**config.mk**
```make
export PLATFORM = sky130hd
export DESIGN_NAME = i2c_bus_recovery_sequencer_top
export DESIGN_NICKNAME = d
export VERILOG_FILES = /design/src/hw/rtl/i2cbr_pkg.sv /design/src/hw/rtl/i2c_bus_recovery_sequencer_top.sv /design/src/hw/rtl/i2cbr_seq.sv
export SDC_FILE = /design/constraint.sdc
export NUM_CORES = 1
export LEC_CHECK = 0
export ABC_CLOCK_PERIOD_IN_PS = 5330
export CAP_MARGIN = 0
export CORE_ASPECT_RATIO = 0.6
export CORE_MARGIN = 5
export CORE_UTILIZATION = 55
export DETAILED_ROUTE_END_ITERATION = 6
export DONT_BUFFER_PORTS = 1
export GPL_TIMING_DRIVEN = 0
export PLACE_DENSITY = 0.79
export SLEW_MARGIN = 20
export SYNTH_ARGS = -nofsm -noshare
export SYNTH_HDL_FRONTEND = slang
export SYNTH_SLANG_ARGS = --single-unit
```
**constraint.sdc**
```tcl
create_clock -name clock -period 5.33 [get_ports clock]
set_input_delay 0 -clock clock [delete_from_list [all_inputs] [get_ports clock]]
set_output_delay 0 -clock clock [all_outputs]
set_load 0.05 [all_outputs]
```
**src/hw/rtl/i2cbr_pkg.sv**
```systemverilog
package i2cbr_pkg;

   localparam int COUNT_WIDTH = 24;

   localparam logic [1:0] CsrSettle  = 2'd0;
   localparam logic [1:0] CsrHalf    = 2'd1;
   localparam logic [1:0] CsrStretch = 2'd2;
   localparam logic [1:0] CsrPulses  = 2'd3;

   localparam logic [1:0] OutCleared    = 2'd0;
   localparam logic [1:0] OutSclStuck   = 2'd1;
   localparam logic [1:0] OutStretchTmo = 2'd2;
   localparam logic [1:0] OutSdaStuck   = 2'd3;

   localparam logic [COUNT_WIDTH-1:0] CountMax = {COUNT_WIDTH{1'b1}};

   typedef struct packed {
      logic start_request;
      logic scl_level;
      logic sda_level;
   } req_type;

   typedef struct packed {
      logic       scl_drive_low;
      logic       sda_drive_low;
      logic       busy_res;
      logic       finished;
      logic [1:0] outcome;
   } rsp_type;

   typedef struct packed {
      logic [23:0] settle_ticks;
      logic [15:0] half_period_ticks;
      logic [23:0] stretch_timeout_ticks;
      logic [4:0]  max_pulses;
   } cfg_type;

   // limit clipped to the counter range
   function automatic logic [COUNT_WIDTH-1:0] sat_limit(input logic [23:0] v);
      logic [31:0] wide;
      wide = 32'(v);
      if (wide > 32'(CountMax)) begin
         return CountMax;
      end
      return COUNT_WIDTH'(v);
   endfunction

   function automatic logic [COUNT_WIDTH-1:0] sat_inc(input logic [COUNT_WIDTH-1:0] c);
      if (c == CountMax) begin
         return CountMax;
      end
      return c + 1'b1;
   endfunction

endpackage

```
**src/hw/rtl/i2c_bus_recovery_sequencer_top.sv**
```systemverilog
// i2c bus-clear recovery sequencer
// req channel: one word per time tick with the sampled scl/sda levels and a
// start request; a start is taken only while idle and runs the settle, scl
// check, up to max_pulses scl pulses with stretch wait, and start/stop phases
// rsp channel: one word per req word with the open-drain drive levels, busy,
// a one-word finished flag and the outcome of the latest sequence
// a req word is registered in the input register on accept and evaluated
// against the sequencer state when it advances; the rsp register then loads
// the result and raises rsp valid
// one word per cycle while rsp_stall stays low; the state update lies
// between the input register and the rsp register
// csr port: write settle, half period, stretch timeout and max pulses at
// indexes 0..3; write only while the block is idle
// reset (synchronous): sequencer idle, outcome cleared, registers at their
// defaults, both stages empty
// rsp_stall holds the rsp register; the input register then fills and
// req_stall rises until the rsp word is taken, with no word lost
module i2c_bus_recovery_sequencer_top
   import i2cbr_pkg::*;
(
   input  logic        clock,
   input  logic        reset,
   input  logic        req_valid,
   output logic        req_stall,
   input  req_type     req_data,
   output logic        rsp_valid,
   input  logic        rsp_stall,
   output rsp_type     rsp_data,
   input  logic        csr_write_enable,
   input  logic [1:0]  csr_index,
   input  logic [23:0] csr_write_data
);

   logic    in_valid_ff;
   req_type in_data_ff;
   logic    out_valid_ff;
   rsp_type out_data_ff;
   cfg_type cfg_ff;
   rsp_type seq_result;
   logic    advance;
   logic    req_take;

   assign advance   = in_valid_ff && (!out_valid_ff || !rsp_stall);
   assign req_stall = in_valid_ff && !advance;
   assign req_take  = req_valid && !req_stall;
   assign rsp_valid = out_valid_ff;
   assign rsp_data  = out_data_ff;

   i2cbr_seq u_seq (
      .clock  (clock),
      .reset  (reset),
      .step   (advance),
      .item   (in_data_ff),
      .cfg    (cfg_ff),
      .result (seq_result)
   );

   always_ff @(posedge clock) begin
      if (reset) begin
         in_valid_ff  <= 1'b0;
         out_valid_ff <= 1'b0;
      end else begin
         if (req_take) begin
            in_valid_ff <= 1'b1;
         end else if (advance) begin
            in_valid_ff <= 1'b0;
         end
         if (advance) begin
            out_valid_ff <= 1'b1;
         end else if (!rsp_stall) begin
            out_valid_ff <= 1'b0;
         end
      end
   end

   always_ff @(posedge clock) begin
      if (req_take) begin
         in_data_ff <= req_data;
      end
      if (advance) begin
         out_data_ff <= seq_result;
      end
   end

   always_ff @(posedge clock) begin
      if (reset) begin
         cfg_ff.settle_ticks          <= 24'd2500000;
         cfg_ff.half_period_ticks     <= 16'd10;
         cfg_ff.stretch_timeout_ticks <= 24'd2000000;
         cfg_ff.max_pulses            <= 5'd20;
      end else if (csr_write_enable) begin
         case (csr_index)
            CsrSettle:  cfg_ff.settle_ticks          <= csr_write_data;
            CsrHalf:    cfg_ff.half_period_ticks     <= csr_write_data[15:0];
            CsrStretch: cfg_ff.stretch_timeout_ticks <= csr_write_data;
            CsrPulses:  cfg_ff.max_pulses            <= csr_write_data[4:0];
            default:    cfg_ff.max_pulses            <= cfg_ff.max_pulses;
         endcase
      end
   end

   a_no_overwrite: assert property (@(posedge clock) disable iff (reset)
      in_valid_ff && !advance |-> !req_take)
      else $error("input word overwritten before use");

   a_rsp_held: assert property (@(posedge clock) disable iff (reset)
      out_valid_ff && rsp_stall |=> out_valid_ff && $stable(out_data_ff))
      else $error("stalled rsp word lost");

   a_advance_fills_out: assert property (@(posedge clock) disable iff (reset)
      advance |=> out_valid_ff)
      else $error("evaluated word not registered");

endmodule

```
**src/hw/rtl/i2cbr_seq.sv**
```systemverilog
module i2cbr_seq
   import i2cbr_pkg::*;
(
   input  logic    clock,
   input  logic    reset,
   input  logic    step,
   input  req_type item,
   input  cfg_type cfg,
   output rsp_type result
);

   localparam logic [2:0] PhIdle      = 3'd0;
   localparam logic [2:0] PhSettle    = 3'd1;
   localparam logic [2:0] PhPulseLow  = 3'd2;
   localparam logic [2:0] PhPulseHigh = 3'd3;
   localparam logic [2:0] PhStretch   = 3'd4;
   localparam logic [2:0] PhStart     = 3'd5;
   localparam logic [2:0] PhStop      = 3'd6;

   logic [2:0]             phase_ff, phase_in;
   logic [COUNT_WIDTH-1:0] tick_ff, tick_in;
   logic [4:0]             pulses_ff, pulses_in;
   logic [1:0]             outcome_ff, outcome_in;

   logic                   fin;
   logic [1:0]             status;
   logic [15:0]            half_eff;
   logic [COUNT_WIDTH-1:0] half_lim;
   logic [COUNT_WIDTH-1:0] tick_inc;
   logic                   half_done;

   // zero half period behaves as one tick
   assign half_eff  = (cfg.half_period_ticks == 16'd0) ? 16'd1 : cfg.half_period_ticks;
   assign half_lim  = sat_limit(24'(half_eff));
   assign tick_inc  = sat_inc(tick_ff);
   assign half_done = tick_inc >= half_lim;

   always_comb begin
      phase_in   = phase_ff;
      tick_in    = tick_ff;
      pulses_in  = pulses_ff;
      outcome_in = outcome_ff;
      fin        = 1'b0;
      status     = OutCleared;
      case (phase_ff)
         PhIdle: begin
            if (item.start_request) begin
               phase_in = PhSettle;
               tick_in  = '0;
            end
         end
         PhSettle: begin
            if (tick_ff < sat_limit(cfg.settle_ticks)) begin
               tick_in = tick_inc;
            end else if (!item.scl_level) begin
               fin    = 1'b1;
               status = OutSclStuck;
            end else if (item.sda_level) begin
               phase_in = PhStart;
               tick_in  = '0;
            end else if (cfg.max_pulses == 5'd0) begin
               fin    = 1'b1;
               status = OutSdaStuck;
            end else begin
               pulses_in = cfg.max_pulses - 5'd1;
               phase_in  = PhPulseLow;
               tick_in   = '0;
            end
         end
         PhPulseLow: begin
            tick_in = tick_inc;
            if (half_done) begin
               phase_in = PhPulseHigh;
               tick_in  = '0;
            end
         end
         PhPulseHigh: begin
            tick_in = tick_inc;
            if (half_done) begin
               phase_in = PhStretch;
               tick_in  = '0;
            end
         end
         PhStretch: begin
            if (item.scl_level) begin
               if (item.sda_level) begin
                  phase_in = PhStart;
                  tick_in  = '0;
               end else if (pulses_ff != 5'd0) begin
                  pulses_in = pulses_ff - 5'd1;
                  phase_in  = PhPulseLow;
                  tick_in   = '0;
               end else begin
                  fin    = 1'b1;
                  status = OutSdaStuck;
               end
            end else begin
               tick_in = tick_inc;
               if (tick_inc >= sat_limit(cfg.stretch_timeout_ticks)) begin
                  fin    = 1'b1;
                  status = OutStretchTmo;
               end
            end
         end
         PhStart: begin
            tick_in = tick_inc;
            if (half_done) begin
               phase_in = PhStop;
               tick_in  = '0;
            end
         end
         PhStop: begin
            tick_in = tick_inc;
            if (half_done) begin
               fin    = 1'b1;
               status = OutCleared;
            end
         end
         default: begin
            phase_in = PhIdle;
            tick_in  = '0;
         end
      endcase
      if (fin) begin
         outcome_in = status;
         phase_in   = PhIdle;
         tick_in    = '0;
      end
   end

   always_comb begin
      result.scl_drive_low = phase_in == PhPulseLow;
      result.sda_drive_low = phase_in == PhStart;
      result.busy_res      = phase_in != PhIdle;
      result.finished      = fin;
      result.outcome       = outcome_in;
   end

   always_ff @(posedge clock) begin
      if (reset) begin
         phase_ff   <= PhIdle;
         tick_ff    <= '0;
         pulses_ff  <= '0;
         outcome_ff <= OutCleared;
      end else if (step) begin
         phase_ff   <= phase_in;
         tick_ff    <= tick_in;
         pulses_ff  <= pulses_in;
         outcome_ff <= outcome_in;
      end
   end

   a_fin_ends_busy: assert property (@(posedge clock) disable iff (reset)
      step && fin |=> phase_ff == PhIdle && tick_ff == '0)
      else $error("sequence end did not return to idle");

   a_drive_exclusive: assert property (@(posedge clock) disable iff (reset)
      !(result.scl_drive_low && result.sda_drive_low))
      else $error("both lines driven low");

   a_hold_without_step: assert property (@(posedge clock) disable iff (reset)
      !step |=> $stable(phase_ff) && $stable(tick_ff) && $stable(outcome_ff))
      else $error("state moved without a word");

   a_start_from_idle: assert property (@(posedge clock) disable iff (reset)
      step && phase_ff == PhIdle && item.start_request |=> phase_ff == PhSettle)
      else $error("start in idle not taken");

endmodule

```
==> impl_results.md <==
- Outcome: finished clean
- Required time of the critical path: 5.49 ns
- Sequential fraction of the synthesis area: 0.3473
- Share of cells above drive strength 1: 0.08250
- Clock Path Buffers: 2
- Min-Delay Startpoint: reset
- Clock period minus final worst setup slack: 4.894 ns
- Number of fill cells in the layout: 930
- Die ar.: 14820 um^2
- Critical path endpoint category: register
- Post-CTS Setup Repair Bufs: 0
- Worst hold slack across all endpoints: 0.01627 ns
- Hold endpoint: u_seq.outcome_ff[0]
- Pin count of the biggest net entering global routing: 17
- Synth Flop Type: dfxtp_1
- # rows: 31
- Library cells used by synthesis: 70
- Global routing usage summed across all routing layers: 0.2866
- Post-Route Skew: 0.01059 ns
- Antenna-violating nets left: 0
- Count of buffers from port buffering: 0
- Routability congestion estimate from global placement: 0.8995
- Post-synth ARST share: 0
- Setup slack of the worst register-to-register path: 0.44 ns
- Average detailed-routed wire length per instance: 19.53 um
- Initial antenna violation count: 0
- Relative max-transition margin: 0.3853
- Clock tree sinks: 114
- Setup crit start kind: register
- Final net count: 983
- Reg-to-reg critical path endpoint: rsp_data[3]
- Master cell of the clock root buffer: clkbuf_16
- Final setup viols: 0
- Area of the core: 12100 um^2
- Synthesis-to-finish area growth: 18.19%
- Latest clock arrival within the worst-skew pair: 0.42 ns
- Post-synth net total: 927
- Total detailed-routing wirelength: 20740 um
- Number of instances in the synthesized netlist: 828
- Horizontal die dimension: 153.9 um
- Placed Instances: 993
- Diodes inserted: 0
- Actual slew at the worst max-slew pin: 0.9201 ns
- Number of remaining DRC errors: 0
- Crit Path Category: reg2reg
- Max IR drop VDD: 0.0002674 V
- Detail-routed via count per cell: 6.104
- Hold violation count in the final report: 0
- H-tree depth reported by CTS: 4
- Number of max-slew violations in the final report: 0
- WHS Path Cells: 3
- Routed vias: 6482
- Period utilization: 0.9182
- Yosys Warn Count: 0
- Standby leakage power: 3.452 nW
- Worst reg2reg startpoint: u_seq.tick_ff[1]
- Power per unit of standard cell area: 293.7 nW/um^2
- CTS tree: built
- Flops & latches, synth: 114
- Unrepaired setup endpoints after global routing: true
- Cts bufs inserted: 17
- EDFF count, synth: 9
- Max cap viols: 0
- Area of the mapped netlist: 6830 um^2
- Clock-pin transition on the worst setup and hold timing paths: 0.06 ns
- Path depth of the worst reg2reg path: 17
- Critical-path maximum fanout: 10
- Router iterations before antenna repair: 5
- Post-DP HPWL: 14380 um
- Detailed router's first-iteration violation count: 821
- Maximum clock frequency: 204.3 MHz
- Critical path arrival: 5.06 ns
- Final Non-Filler Cells: 1062
- Number of I/O pins: 42
- Type of the worst min-delay path: in2reg
- Via count of the first global-routing pass: 5971
- Remaining global-route overflow: 0
- First-pass GRT wire length: 32910 um
- Average instance area after synthesis: 8.249 um^2
- Most common cell after layout, fill and taps aside: nand2_1
- Most used cells in the layout excluding fill and tap cells: nand2_1, dfxtp_1, a21oi_1
- Height of the chip: 96.32 um
- Effective utilization at floorplan: 0.5644
- Post-Route Utilization: 0.6671
## final cells by class
type	instances	area, um^2	share of cell area
plain buffers	38	271.5	0.03363
clock buffers	18	429.2	0.05316
clock inverters	14	236.5	0.02929
inverters	72	270.3	0.03348
multi-input cells	604	3916	0.4851
flip-flops and latches	114	2372	0.2939
well taps	165	206.4	0.02557
repair buffers	37	370.4	0.04588
## metal layers
layer  vias up  wire (um)  global-route usage
met4         0        276             0.07127
li1       3053          -                   -
met2       386       8320              0.4049
met1      3014       9539              0.4187
met5         -          0                   0
met3        29       2603             0.09479
## critical path: stages, from the launching register on
cell and delay [ns]:
dfxtp_1 0.41, ha_1 0.25, nand4_1 0.19, nor4_1 0.34
buf_2 0.26, nand2_1 0.29, o21ai_1 0.41, ha_1 0.35
a211oi_1 0.25, nor2_1 0.08, nor4_1 0.24, o211ai_1 0.28
nor4_4 0.39, buf_6 0.19, mux2i_1 0.20, nand3b_1 0.15
o21a_1 0.22, nand2b_1 0.14
## state kept, by name, summed over array words and instances (netlist names)
name,count
u_seq.phase_ff,3
u_seq.tick_ff,24
in_valid_ff,1
cfg_ff,69
u_seq.outcome_ff,2
rsp_valid,1
rsp_data,6
in_data_ff,3
u_seq.pulses_ff,5
## how the worst max path moves through the flow
stage | start | depth (start not counted) | endpoint
floorplan | u_seq.tick_ff[0] | 17 | rsp_data[3]
global placement | u_seq.tick_ff[0] | 17 | rsp_data[3]
detailed placement | u_seq.tick_ff[0] | 17 | rsp_data[3]
CTS | u_seq.tick_ff[1] | 17 | rsp_data[3]
global route | u_seq.tick_ff[0] | 17 | rsp_data[3]
finish | u_seq.tick_ff[1] | 17 | rsp_data[3]
## Yosys cell counts, drive strengths merged (3+ instances only)
library cell	number	area [um^2]
nand2	162	608.1
dfxtp	105	2102
a21oi	81	405.4
inv	72	270.3
ha	65	813.3
nor2	37	138.9
clkbuf	30	182.7
a22o	25	224.0
o21ai	22	110.1
o211ai	21	157.7
nand4	16	106.4
a21o	15	112.6
nor3	13	81.33
nand3	12	60.06
nor4	12	105.1
a211oi	9	72.57
a31oi	9	56.30
edfxtp	9	270.3
mux2i	9	90.09
and4	8	72.57
nand2b	8	50.05
xor2	8	70.07
or2	7	43.80
and3	6	37.54
buf	6	68.81
xnor2	6	52.55
o21a	5	37.54
and2	4	27.52
o22ai	4	37.53
o31ai	4	30.03
nor2b	3	18.77
or4	3	26.27
## cell families after synthesis
group                    share of synthesized area
AND/OR/NAND/NOR                             0.2134
AO/OA/AOI/OAI                               0.2081
flip-flops                                  0.3473
buffers and inverters                      0.07932
adder cells (fa/ha/maj)                     0.1191
XOR/XNOR                                   0.01795
multiplexers                               0.01484
## stage by stage
step / area [um^2] / power [mW] / TNS (ns) / worst slack [ns]
global placement: 7037 / 1.050 / 0 / 0.4466
floorplan: 6830 / 1.018 / 0 / 1.551
CTS: 8073 / 2.358 / 0 / 0.4473
detailed placement: 7037 / 1.054 / 0 / 0.4878
finish: 8073 / 2.371 / 0 / 0.4359
global route: 8073 / 2.432 / -0.01453 / -0.01453
## power breakdown
group	leakage (nW)	internal [mW]	switching, mW
Clock	0.320	0.875	0.418
Sequential	0.940	0.889	0.0239
Combinational	2.19	0.0620	0.104
Total	3.45	1.83	0.545
## what timing repair did
item | 4_1_cts | 5_1_grt
gates resized for setup | 0 | 1
hold buffers | 37 | 0
endpoints found under the hold margin | 78 | 0
setup endpoints to repair | 0 | 1
Note: power is estimated with default switching activity, not from simulation.
